[config.mk]
export PLATFORM = sky130hd
export DESIGN_NAME = rx_ring_buffer_frame_capture_top
export DESIGN_NICKNAME = d
export VERILOG_FILES = /design/src/sv/rbfc_pkg.sv /design/src/sv/rbfc_ctrl.sv /design/src/sv/rbfc_dp.sv /design/src/sv/rx_ring_buffer_frame_capture_top.sv
export SDC_FILE = /design/constraint.sdc
export NUM_CORES = 1
export LEC_CHECK = 0
export BUFFER_PORTS_ARGS = -buffer_cell sky130_fd_sc_hd__buf_4
export CAP_MARGIN = 20
export CORE_MARGIN = 3
export CORE_UTILIZATION = 63
export DETAILED_ROUTE_END_ITERATION = 10
export GPL_TIMING_DRIVEN = 0
export PLACE_DENSITY = 0.8
export SYNTH_ARGS = -nofsm -noshare
export SYNTH_HDL_FRONTEND = slang
export SYNTH_HIERARCHICAL = 1
export SYNTH_SLANG_ARGS = --single-unit
export TNS_END_PERCENT = 10
[constraint.sdc]
create_clock -name clk -period 3.8 [get_ports clk]
set_input_delay 0.19 -clock clk [delete_from_list [all_inputs] [get_ports clk]]
set_output_delay 0.19 -clock clk [all_outputs]
set_load 0.05 [all_outputs]
[src/sv/rbfc_pkg.sv]
// ---------------------------------------------------------------------------
// rbfc_pkg: shared types and constants of the receive ring buffer
// Operation codes, register indexes, reset values, and the command and
// status bundles between the controller and the datapath.
// ---------------------------------------------------------------------------
package rbfc_pkg;

  localparam int OP_W      = 2;
  localparam int BYTE_W    = 8;
  localparam int CFG_IDX_W = 2;

  // operation codes
  localparam logic [OP_W-1:0] OP_RECEIVE = 2'd0;
  localparam logic [OP_W-1:0] OP_DRAIN   = 2'd1;
  localparam logic [OP_W-1:0] OP_TAKE    = 2'd2;
  localparam logic [OP_W-1:0] OP_CLEAR   = 2'd3;

  // configuration register indexes
  localparam logic [CFG_IDX_W-1:0] CFG_FRAME_MODE = 2'd0;
  localparam logic [CFG_IDX_W-1:0] CFG_START_CHAR = 2'd1;
  localparam logic [CFG_IDX_W-1:0] CFG_END_CHAR   = 2'd2;

  // configuration reset values
  localparam logic              FRAME_MODE_RST = 1'b1;
  localparam logic [BYTE_W-1:0] START_CHAR_RST = 8'd64;
  localparam logic [BYTE_W-1:0] END_CHAR_RST   = 8'd35;

  // controller -> datapath
  typedef struct packed {
    logic accept;  // latch the incoming item
    logic exec;    // perform the latched operation
    logic stream;  // read out the stored run
  } ctrl_cmd_t;

  // datapath -> controller
  typedef struct packed {
    logic slot_free;    // output register can take a result this cycle
    logic empty_run;    // latched operation gives a single status result
    logic stream_done;  // last byte of the run leaves the read stage
  } dp_status_t;

endpackage

[src/sv/rbfc_ctrl.sv]
// ---------------------------------------------------------------------------
// rbfc_ctrl: operation sequencer
// Accepts one item at a time, waits for a free output slot to execute it,
// then streams the byte run of a drain or take-frame.
// ---------------------------------------------------------------------------
module rbfc_ctrl
  import rbfc_pkg::*;
(
  input  logic       clk,
  input  logic       rst_n,
  input  logic       in_valid,
  output logic       in_ready,
  input  dp_status_t sts,
  output ctrl_cmd_t  cmd
);

  localparam logic [1:0] ST_IDLE   = 2'd0;
  localparam logic [1:0] ST_EXEC   = 2'd1;
  localparam logic [1:0] ST_STREAM = 2'd2;

  logic [1:0] state_r;
  logic [1:0] state_nxt;

  assign in_ready = (state_r == ST_IDLE);

  // commands
  always_comb begin
    cmd.accept = in_valid && in_ready;
    cmd.exec   = (state_r == ST_EXEC) && sts.slot_free;
    cmd.stream = (state_r == ST_STREAM);
  end

  // next state
  always_comb begin
    state_nxt = state_r;
    unique case (state_r)
      ST_IDLE: begin
        if (cmd.accept) state_nxt = ST_EXEC;
      end
      ST_EXEC: begin
        if (sts.slot_free) state_nxt = sts.empty_run ? ST_IDLE : ST_STREAM;
      end
      ST_STREAM: begin
        if (sts.stream_done) state_nxt = ST_IDLE;
      end
      default: state_nxt = ST_IDLE;
    endcase
  end

  always_ff @(posedge clk) begin
    if (!rst_n) begin
      state_r <= ST_IDLE;
    end else begin
      state_r <= state_nxt;
    end
  end

`ifndef NO_ASSERTIONS
  // an item is executed only after being accepted
  a_exec_after_accept: assert property (@(posedge clk) disable iff (!rst_n)
    cmd.accept |=> (state_r == ST_EXEC))
    else $error("accepted item did not move to execute");

  // a status-only operation never starts a byte stream
  a_no_stream_on_empty: assert property (@(posedge clk) disable iff (!rst_n)
    (cmd.exec && sts.empty_run) |=> !cmd.stream)
    else $error("stream started for an empty run");

  // streaming ends only when the run is done
  a_stream_exit: assert property (@(posedge clk) disable iff (!rst_n)
    (cmd.stream && !sts.stream_done) |=> cmd.stream)
    else $error("stream left early");
`endif

endmodule

[src/sv/rbfc_dp.sv]
// ---------------------------------------------------------------------------
// rbfc_dp: ring storage, pointers, frame parser and result register
// Holds the byte ring, the read/write and frame marker pointers, the
// configuration registers and a two-stage read pipeline into the output.
// ---------------------------------------------------------------------------
module rbfc_dp
  import rbfc_pkg::*;
#(
  parameter int RING_DEPTH = 64
) (
  input  logic                 clk,
  input  logic                 rst_n,
  // configuration
  input  logic                 cfg_we,
  input  logic [CFG_IDX_W-1:0] cfg_index,
  input  logic [BYTE_W-1:0]    cfg_data,
  // item payload
  input  logic [OP_W-1:0]      in_operation,
  input  logic [BYTE_W-1:0]    in_rx_byte,
  // control
  input  ctrl_cmd_t            cmd,
  output dp_status_t           sts,
  // result channel
  output logic                 out_valid,
  input  logic                 out_ready,
  output logic [BYTE_W-1:0]    out_byte,
  output logic                 out_byte_valid,
  output logic                 out_last,
  output logic                 out_frame_pending,
  output logic                 out_data_available,
  output logic                 out_overrun
);

  localparam int IDX_W = (RING_DEPTH > 1) ? $clog2(RING_DEPTH) : 1;
  localparam int LEN_W = IDX_W + 1;

  function automatic logic [IDX_W-1:0] wrap_inc(input logic [IDX_W-1:0] i);
    return (i == IDX_W'(RING_DEPTH - 1)) ? '0 : i + 1'b1;
  endfunction

  // entries from s up to (not including) e, with wrap
  function automatic logic [LEN_W-1:0] ring_dist(input logic [IDX_W-1:0] s,
                                                 input logic [IDX_W-1:0] e);
    logic [LEN_W-1:0] d;
    d = {1'b0, e} - {1'b0, s};
    if (e < s) d = d + LEN_W'(RING_DEPTH);
    return d;
  endfunction

  // configuration
  logic              frame_mode_r;
  logic [BYTE_W-1:0] start_char_r;
  logic [BYTE_W-1:0] end_char_r;

  // latched item
  logic [OP_W-1:0]   op_r;
  logic [BYTE_W-1:0] data_r;

  // ring state
  logic [BYTE_W-1:0] ring_mem [RING_DEPTH];
  logic [IDX_W-1:0]  wr_r, wr_nxt;
  logic [IDX_W-1:0]  rd_r, rd_nxt;
  logic [IDX_W-1:0]  open_r, open_nxt;
  logic [IDX_W-1:0]  close_r, close_nxt;
  logic              in_frame_r, in_frame_nxt;
  logic              ready_r, ready_nxt;
  logic              ovr;

  // run bookkeeping
  logic [IDX_W-1:0]  take_start;
  logic [LEN_W-1:0]  drain_len;
  logic [LEN_W-1:0]  take_len;
  logic [LEN_W-1:0]  run_len;
  logic [IDX_W-1:0]  run_start;
  logic              empty_run;

  // read pipeline
  logic [LEN_W-1:0]  rem_r;
  logic [IDX_W-1:0]  raddr_r;
  logic [BYTE_W-1:0] rd_data_r;
  logic              rd_vld_r;
  logic              rd_last_r;
  logic              slot_free;
  logic              issue;
  logic              rd_move;

  // output register
  logic              out_valid_r;
  logic [BYTE_W-1:0] out_byte_r;
  logic              out_byte_valid_r;
  logic              out_last_r;
  logic              out_pending_r;
  logic              out_avail_r;
  logic              out_ovr_r;

  // configuration writes; unknown indexes are dropped
  always_ff @(posedge clk) begin
    if (!rst_n) begin
      frame_mode_r <= FRAME_MODE_RST;
      start_char_r <= START_CHAR_RST;
      end_char_r   <= END_CHAR_RST;
    end else if (cfg_we) begin
      case (cfg_index)
        CFG_FRAME_MODE: frame_mode_r <= cfg_data[0];
        CFG_START_CHAR: start_char_r <= cfg_data;
        CFG_END_CHAR:   end_char_r   <= cfg_data;
        default: ;
      endcase
    end
  end

  // item latch
  always_ff @(posedge clk) begin
    if (cmd.accept) begin
      op_r   <= in_operation;
      data_r <= in_rx_byte;
    end
  end

  // run length and start for drain / take-frame
  always_comb begin
    take_start = wrap_inc(open_r);
    drain_len  = ring_dist(rd_r, wr_r);
    take_len   = ring_dist(take_start, close_r);
    run_len    = '0;
    run_start  = rd_r;
    case (op_r)
      OP_DRAIN: run_len = drain_len;
      OP_TAKE: begin
        run_start = take_start;
        if (ready_r) run_len = take_len;
      end
      default: run_len = '0;
    endcase
    empty_run = (run_len == '0);
  end

  // pointer, parser and flag update
  always_comb begin
    wr_nxt       = wr_r;
    rd_nxt       = rd_r;
    open_nxt     = open_r;
    close_nxt    = close_r;
    in_frame_nxt = in_frame_r;
    ready_nxt    = ready_r;
    ovr          = 1'b0;
    if (cmd.exec) begin
      unique case (op_r)
        OP_RECEIVE: begin
          wr_nxt = wrap_inc(wr_r);
          // full ring: drop oldest byte, cancel pending frame
          if (wrap_inc(wr_r) == rd_r) begin
            rd_nxt = wrap_inc(rd_r);
            ovr    = 1'b1;
            if (ready_r) begin
              ready_nxt    = 1'b0;
              in_frame_nxt = 1'b0;
            end
          end
          // delimiter parser
          if (frame_mode_r) begin
            if (!in_frame_nxt) begin
              if (data_r == start_char_r) begin
                in_frame_nxt = 1'b1;
                open_nxt     = wr_r;
              end
            end else if (data_r == start_char_r) begin
              open_nxt = wr_r;
            end else if (data_r == end_char_r) begin
              close_nxt = wr_r;
              // end right after start: empty frame, back to waiting
              if (wr_r != wrap_inc(open_r)) ready_nxt = 1'b1;
              else in_frame_nxt = 1'b0;
            end
          end
        end
        OP_DRAIN: begin
          rd_nxt = wr_r;
        end
        OP_TAKE: begin
          if (ready_r) begin
            ready_nxt    = 1'b0;
            in_frame_nxt = 1'b0;
            rd_nxt       = close_r;
          end
        end
        OP_CLEAR: begin
          wr_nxt       = '0;
          rd_nxt       = '0;
          open_nxt     = '0;
          close_nxt    = '0;
          in_frame_nxt = 1'b0;
          ready_nxt    = 1'b0;
        end
        default: ;
      endcase
    end
  end

  always_ff @(posedge clk) begin
    if (!rst_n) begin
      wr_r       <= '0;
      rd_r       <= '0;
      open_r     <= '0;
      close_r    <= '0;
      in_frame_r <= 1'b0;
      ready_r    <= 1'b0;
    end else begin
      wr_r       <= wr_nxt;
      rd_r       <= rd_nxt;
      open_r     <= open_nxt;
      close_r    <= close_nxt;
      in_frame_r <= in_frame_nxt;
      ready_r    <= ready_nxt;
    end
  end

  // read pipeline handshake
  assign slot_free = !out_valid_r || out_ready;
  assign rd_move   = rd_vld_r && slot_free;
  assign issue     = cmd.stream && (rem_r != '0) && (!rd_vld_r || slot_free);

  // ring memory: one write port, one registered read port
  always_ff @(posedge clk) begin
    if (cmd.exec && (op_r == OP_RECEIVE)) ring_mem[wr_r] <= data_r;
    if (issue) rd_data_r <= ring_mem[raddr_r];
  end

  // run counter and read stage
  always_ff @(posedge clk) begin
    if (!rst_n) begin
      rem_r    <= '0;
      rd_vld_r <= 1'b0;
    end else begin
      if (cmd.exec && !empty_run) begin
        rem_r <= run_len;
      end else if (issue) begin
        rem_r <= rem_r - 1'b1;
      end
      if (issue) rd_vld_r <= 1'b1;
      else if (rd_move) rd_vld_r <= 1'b0;
    end
  end

  always_ff @(posedge clk) begin
    if (cmd.exec && !empty_run) begin
      raddr_r <= run_start;
    end else if (issue) begin
      raddr_r <= wrap_inc(raddr_r);
    end
    if (issue) rd_last_r <= (rem_r == LEN_W'(1));
  end

  // output register
  always_ff @(posedge clk) begin
    if (!rst_n) begin
      out_valid_r <= 1'b0;
    end else if (cmd.exec && empty_run) begin
      out_valid_r <= 1'b1;
    end else if (rd_move) begin
      out_valid_r <= 1'b1;
    end else if (out_ready) begin
      out_valid_r <= 1'b0;
    end
  end

  always_ff @(posedge clk) begin
    if (cmd.exec && empty_run) begin
      out_byte_r       <= '0;
      out_byte_valid_r <= 1'b0;
      out_last_r       <= 1'b1;
      out_pending_r    <= ready_nxt;
      out_avail_r      <= (rd_nxt != wr_nxt);
      out_ovr_r        <= ovr;
    end else if (rd_move) begin
      out_byte_r       <= rd_data_r;
      out_byte_valid_r <= 1'b1;
      out_last_r       <= rd_last_r;
      out_pending_r    <= ready_r;
      out_avail_r      <= (rd_r != wr_r);
      out_ovr_r        <= 1'b0;
    end
  end

  always_comb begin
    sts.slot_free   = slot_free;
    sts.empty_run   = empty_run;
    sts.stream_done = (rem_r == '0) && (!rd_vld_r || slot_free);
  end

  assign out_valid          = out_valid_r;
  assign out_byte           = out_byte_r;
  assign out_byte_valid     = out_byte_valid_r;
  assign out_last           = out_last_r;
  assign out_frame_pending  = out_pending_r;
  assign out_data_available = out_avail_r;
  assign out_overrun        = out_ovr_r;

`ifndef NO_ASSERTIONS
  // taking a pending frame always clears it
  a_take_clears: assert property (@(posedge clk) disable iff (!rst_n)
    (cmd.exec && (op_r == OP_TAKE) && ready_r) |=> !ready_r)
    else $error("pending frame survived take");

  // after a receive there is always unread data
  a_receive_avail: assert property (@(posedge clk) disable iff (!rst_n)
    (cmd.exec && (op_r == OP_RECEIVE)) |=> (rd_r != wr_r))
    else $error("ring empty after receive");

  // a stalled read stage keeps its byte
  a_rd_stage_hold: assert property (@(posedge clk) disable iff (!rst_n)
    (rd_vld_r && !slot_free) |=> (rd_vld_r && $stable(rd_data_r)))
    else $error("read stage lost its byte under stall");

  // bytes are read only while streaming
  a_issue_in_stream: assert property (@(posedge clk) disable iff (!rst_n)
    issue |-> (cmd.stream && !cmd.exec))
    else $error("memory read outside the stream");
`endif

endmodule

[src/sv/rx_ring_buffer_frame_capture_top.sv]
// Receive and clear give their result through the output register after the
//   accept and execute steps; a new item is taken only once the last is done.
// Drain and take-frame: after the accept and execute steps, one byte per cycle
//   through the registered memory read port while the output is not stalled.
// Reset (synchronous, active low) clears pointers, parser, flags and restores
//   the register defaults; ring contents are not cleared and need no sweep.
// ---------------------------------------------------------------------------
// rx_ring_buffer_frame_capture_top: receive ring buffer with frame capture
// Stores received bytes in a ring, marks delimited frames, and reads out
// a pending frame or all unread bytes one item at a time.
// ---------------------------------------------------------------------------
module rx_ring_buffer_frame_capture_top
  import rbfc_pkg::*;
#(
  parameter int RING_DEPTH = 64
) (
  input  logic                 clk,
  input  logic                 rst_n,
  // configuration port
  input  logic                 cfg_we,
  input  logic [CFG_IDX_W-1:0] cfg_index,
  input  logic [BYTE_W-1:0]    cfg_data,
  // input channel
  input  logic                 in_valid,
  output logic                 in_ready,
  input  logic [OP_W-1:0]      in_operation,
  input  logic [BYTE_W-1:0]    in_rx_byte,
  // result channel
  output logic                 out_valid,
  input  logic                 out_ready,
  output logic [BYTE_W-1:0]    out_byte,
  output logic                 out_byte_valid,
  output logic                 out_last,
  output logic                 out_frame_pending,
  output logic                 out_data_available,
  output logic                 out_overrun
);

  ctrl_cmd_t  cmd;
  dp_status_t sts;

  // sequencer
  rbfc_ctrl u_ctrl (
    .clk      (clk),
    .rst_n    (rst_n),
    .in_valid (in_valid),
    .in_ready (in_ready),
    .sts      (sts),
    .cmd      (cmd)
  );

  // storage and result path
  rbfc_dp #(
    .RING_DEPTH (RING_DEPTH)
  ) u_dp (
    .clk                (clk),
    .rst_n              (rst_n),
    .cfg_we             (cfg_we),
    .cfg_index          (cfg_index),
    .cfg_data           (cfg_data),
    .in_operation       (in_operation),
    .in_rx_byte         (in_rx_byte),
    .cmd                (cmd),
    .sts                (sts),
    .out_valid          (out_valid),
    .out_ready          (out_ready),
    .out_byte           (out_byte),
    .out_byte_valid     (out_byte_valid),
    .out_last           (out_last),
    .out_frame_pending  (out_frame_pending),
    .out_data_available (out_data_available),
    .out_overrun        (out_overrun)
  );

endmodule

==> results.py <==
metrics = {
    "placement": {
        "port_buffers": 39,
        "gp_congestion": 0.947,
        "post-dp-hpwl_um": 42000,
        "place_area_sq_um": 26700,
    },
    "worst_hold_path": {
        "hold_path_class": "in2reg",
    },
    "floorplan": {
        "start_util": 0.645,
        "die-area_sq_um": 42500,
        "io_pins": 40,
        "die_x_um": 206,
        "die_h_um": 206,
        "std_cell_rows": 72,
        "core_sq_um": 39100,
    },
    "final_layout": {
        "nFillCells": 2228,
        "diodes": 0,
        "utilization": 0.740,
        "areaGrowthSynthToFinish_pct": 14.6,
        "stdcell_area_sq_um": 28900,
        "drive_gt1_frac": 0.240,
        "final_nets": 1617,
    },
    "synthesis": {
        "synth_edf_count": 540,
        "synth_area_per_cell_sq_um": 17.7,
        "synth-seq-area-share": 0.693,
        "yosys_warnings": 6,
        "synth.distinct_cells": 77,
        "synth_fp_nets": 1473,
        "ys_ff_latch": 604,
        "synth-main-ff-cell": "edfxtp_1",
        "synthCells": 1423,
        "ys_async_sr_fraction": 0,
        "syn_area_sq_um": 25200,
    },
    "timing": {
        "setup_ws_ns": -0.110,
        "tightest_slew_ns": 1.09,
        "fin_worst_skew_ns": 0.0207,
        "fmax_mhz": 256,
        "rsz0062_at_grt": "true",
        "worst_slew_margin_rel": 0.276,
        "period_share": 1.03,
        "slew_viol_final": 0,
        "finalCriticalPeriod_ns": 3.91,
        "setup_violations": 37,
        "hold_violations": 0,
    },
    "worst_setup_path": {
        "cp-endpoint": "u_dp/ring_mem[61][0]",
        "cp.buffers_inverters": 3,
        "reg2reg_to": "u_dp/ring_mem[61][0]",
        "reg2reg_slack_ns": -0.11,
        "critPathLaunch": "u_dp/out_valid",
        "startpoint_type": "register",
        "crit_cells": 9,
        "critical_path_class": "reg2reg",
        "slowest_delay_ns": 0.89,
        "cp_cell_sequence": "nor2b_1, inv_1, buf_4, nand2_1, nor2_1, clkinv_1, nor2_1, nand3_1, nor2_1",
        "path_max_fanout": 9,
        "critPathTopFamily": "simple AND/OR/NAND/NOR gates",
        "slowest_stage": "nor2_1",
        "rr_worst_depth": 9,
        "timing.rr.start": "u_dp/out_valid",
        "crit_top_cell": "nor2_1",
        "cp.arrival_ns": 4.15,
        "cp-end-kind": "register",
        "required_ns": 4.04,
    },
    "pwr": {
        "power.density_nw_per_um2": 488,
        "pwr-share-seq": 0.521,
        "p_leak_uw": 0.00944,
        "clock_power_share": 0.408,
        "power.switching_uw": 3200,
        "switching_share": 0.226,
        "comb_power_share": 0.072,
        "ir_drop_mv": 0.665,
        "intPower_uw": 10900,
    },
    "drt": {
        "drt_iter0_drc": 2160,
        "ant_nets": 0,
        "dr.pass1.iters": 9,
        "drt-total-wl_um": 68900,
        "drc": 0,
        "num_vias": 14813,
        "vias_per_cell": 6.94,
        "wl_per_cell_um": 32.3,
    },
    "cts": {
        "cts-root-buf": "clkbuf_16",
        "clkTransAtPathRegs_ns": 0.06,
        "numCtsBuffers": 57,
        "cts.sinks": 604,
        "cts_buffer_depth": 3,
        "clock_latency_ns": 0.62,
        "htreeDepth": 2,
        "cts_tree": "built",
    },
    "grt": {
        "antenna_found_initial": 1,
        "grt_pass1_wl_um": 101000,
        "grt-ovfl-total": 0,
        "grt_pass1_vias": 14675,
        "grt_max_degree": 37,
        "gr-usage-all-layers": 0.334,
    },
    "run_status": {
        "outcome": "finished with violations",
        "failed_checks": "setup timing",
    },
    "flow_run": {
        "maxCapViolations": 0,
    },
}
timing repair:
item	in CTS	in global routing
hold endpoints to repair	34	0
endpoints found under the setup margin	47	240
hold buffers	23	0
pin swaps	1	1
resized for setup	15	38
setup buffers	2	0
per-stage QoR:
step                TNS (ns)  cells  worst slack (ns)  total power (uW)  hold slack, ns
floorplan                  0   1423             0.403              8050           0.289
global placement       -6.53   1980            -0.282              8350           0.369
detailed placement     -5.16   1998            -0.321              8440           0.370
CTS                   -0.960   2130            -0.114             14100           0.282
global route          -10.03   2133            -0.181             14500           0.303
finish                 -2.59   2133            -0.110             14100           0.299
cells in the final DEF, fill, tap and decap left out, types with 10 or more instances in the layout:
cell / n
nand3_1: 24
and2_1: 16
nand2_1: 64
dlygate4sd3_1: 23
nor2_1: 124
clkinv_2: 15
inv_1: 29
mux2i_1: 40
clkinv_1: 10
nor2b_1: 11
buf_4: 46
buf_16: 17
clkbuf_1: 52
ha_1: 22
clkbuf_16: 58
xnor2_1: 30
edfxtp_1: 540
xor2_1: 20
nor2_2: 13
nor3_1: 11
dfxtp_1: 62
o21ai_0: 27
a21oi_1: 29
mux4_2: 168
routing by layer:
| layer | track usage | vias to the layer above | wire [um] |
|---|---|---|---|
| li1 | - | 5953 | - |
| met1 | 0.449 | 7475 | 23900 |
| met2 | 0.538 | 1172 | 33600 |
| met3 | 0.0709 | 211 | 7930 |
| met4 | 0.146 | 2 | 3410 |
| met5 | 0 | - | 12 |
flip-flops by register name, summed over array words and instances, names as in the netlist, 2 cells and up:
name / flops
u_dp/rd_data_r: 8
u_dp/close_r: 6
u_ctrl/state_r: 2
u_dp/rem_r: 7
u_dp/raddr_r: 6
u_dp/start_char_r: 8
u_dp/wr_r: 6
u_dp/out_byte: 8
u_dp/data_r: 8
u_dp/open_r: 6
u_dp/ring_mem: 512
u_dp/rd_r: 6
u_dp/end_char_r: 8
u_dp/op_r: 2
logic make-up (layout without fill, tap and decap cells):
family                     after synthesis  count (layout)  share of synthesized area
DFF                                    604             604                      0.693
and+or+nand+nor                        318             318                     0.0593
muxes                                  212             212                      0.168
AOI/OAI and AO/OA                      111             111                     0.0317
buffers and inverters                  102             294                     0.0169
xor gates and xnor gates                51              51                     0.0180
adders and majority gates               25              25                     0.0130
worst min path at each step:
stage / from / to / slack, ns / cells after the start
6_report: in_rx_byte[4] / u_dp/data_r[4] / 0.30 / 2
5_1_grt: in_rx_byte[4] / u_dp/data_r[4] / 0.30 / 2
4_1_cts: in_rx_byte[0] / u_dp/data_r[0] / 0.28 / 2
3_5_place_dp: in_rx_byte[0] / u_dp/data_r[0] / 0.37 / 1
3_3_place_gp: in_rx_byte[1] / u_dp/data_r[1] / 0.37 / 1
2_1_floorplan: in_rx_byte[0] / u_dp/data_r[0] / 0.29 / 0
layout make-up:
cell class	instances	area [sq um]	share of cell area
Tap cell	518	648	0.0224
Buffer	72	342	0.0118
Clock buffer	65	1480	0.0511
Sequential cell	604	17500	0.605
Clock inverter	42	388	0.0134
Multi-Input combinational cell	717	7390	0.255
Timing Repair Buffer	85	1070	0.0369
Inverter	30	113	0.00389
power by group through the flow:
stage	registers, uW	clock network, uW	logic, uW
CTS	7350	5750	984
floorplan	7530	0	516
global route	7350	6050	1060
finish	7350	5750	1010
detailed placement	7490	0	945
global placement	7590	0	760
Yosys cell counts, types with 4 or more instances:
cell type | count | area (sq um)
edfxtp_1 | 540 | 16200
mux4_2 | 168 | 3780
nor2_1 | 138 | 518
nand2_1 | 65 | 244
dfxtp_1 | 64 | 1280
clkbuf_1 | 46 | 173
mux2i_1 | 40 | 400
a21oi_1 | 30 | 150
xnor2_1 | 30 | 263
inv_1 | 29 | 109
o21ai_0 | 27 | 135
nand3_1 | 25 | 125
ha_1 | 23 | 288
xor2_1 | 20 | 175
and2_1 | 16 | 100
buf_1 | 16 | 60.1
nor3_1 | 12 | 60.1
nor2b_1 | 11 | 68.8
and3_1 | 7 | 43.8
nor4_1 | 6 | 37.5
o21a_1 | 6 | 45.0
buf_4 | 5 | 37.5
nand3b_1 | 5 | 37.5
nand4_1 | 5 | 31.3
nor3b_1 | 5 | 37.5
or3_1 | 5 | 31.3
nand2b_1 | 4 | 25.0
No activity file was read; power rests on OpenSTA's default activity.
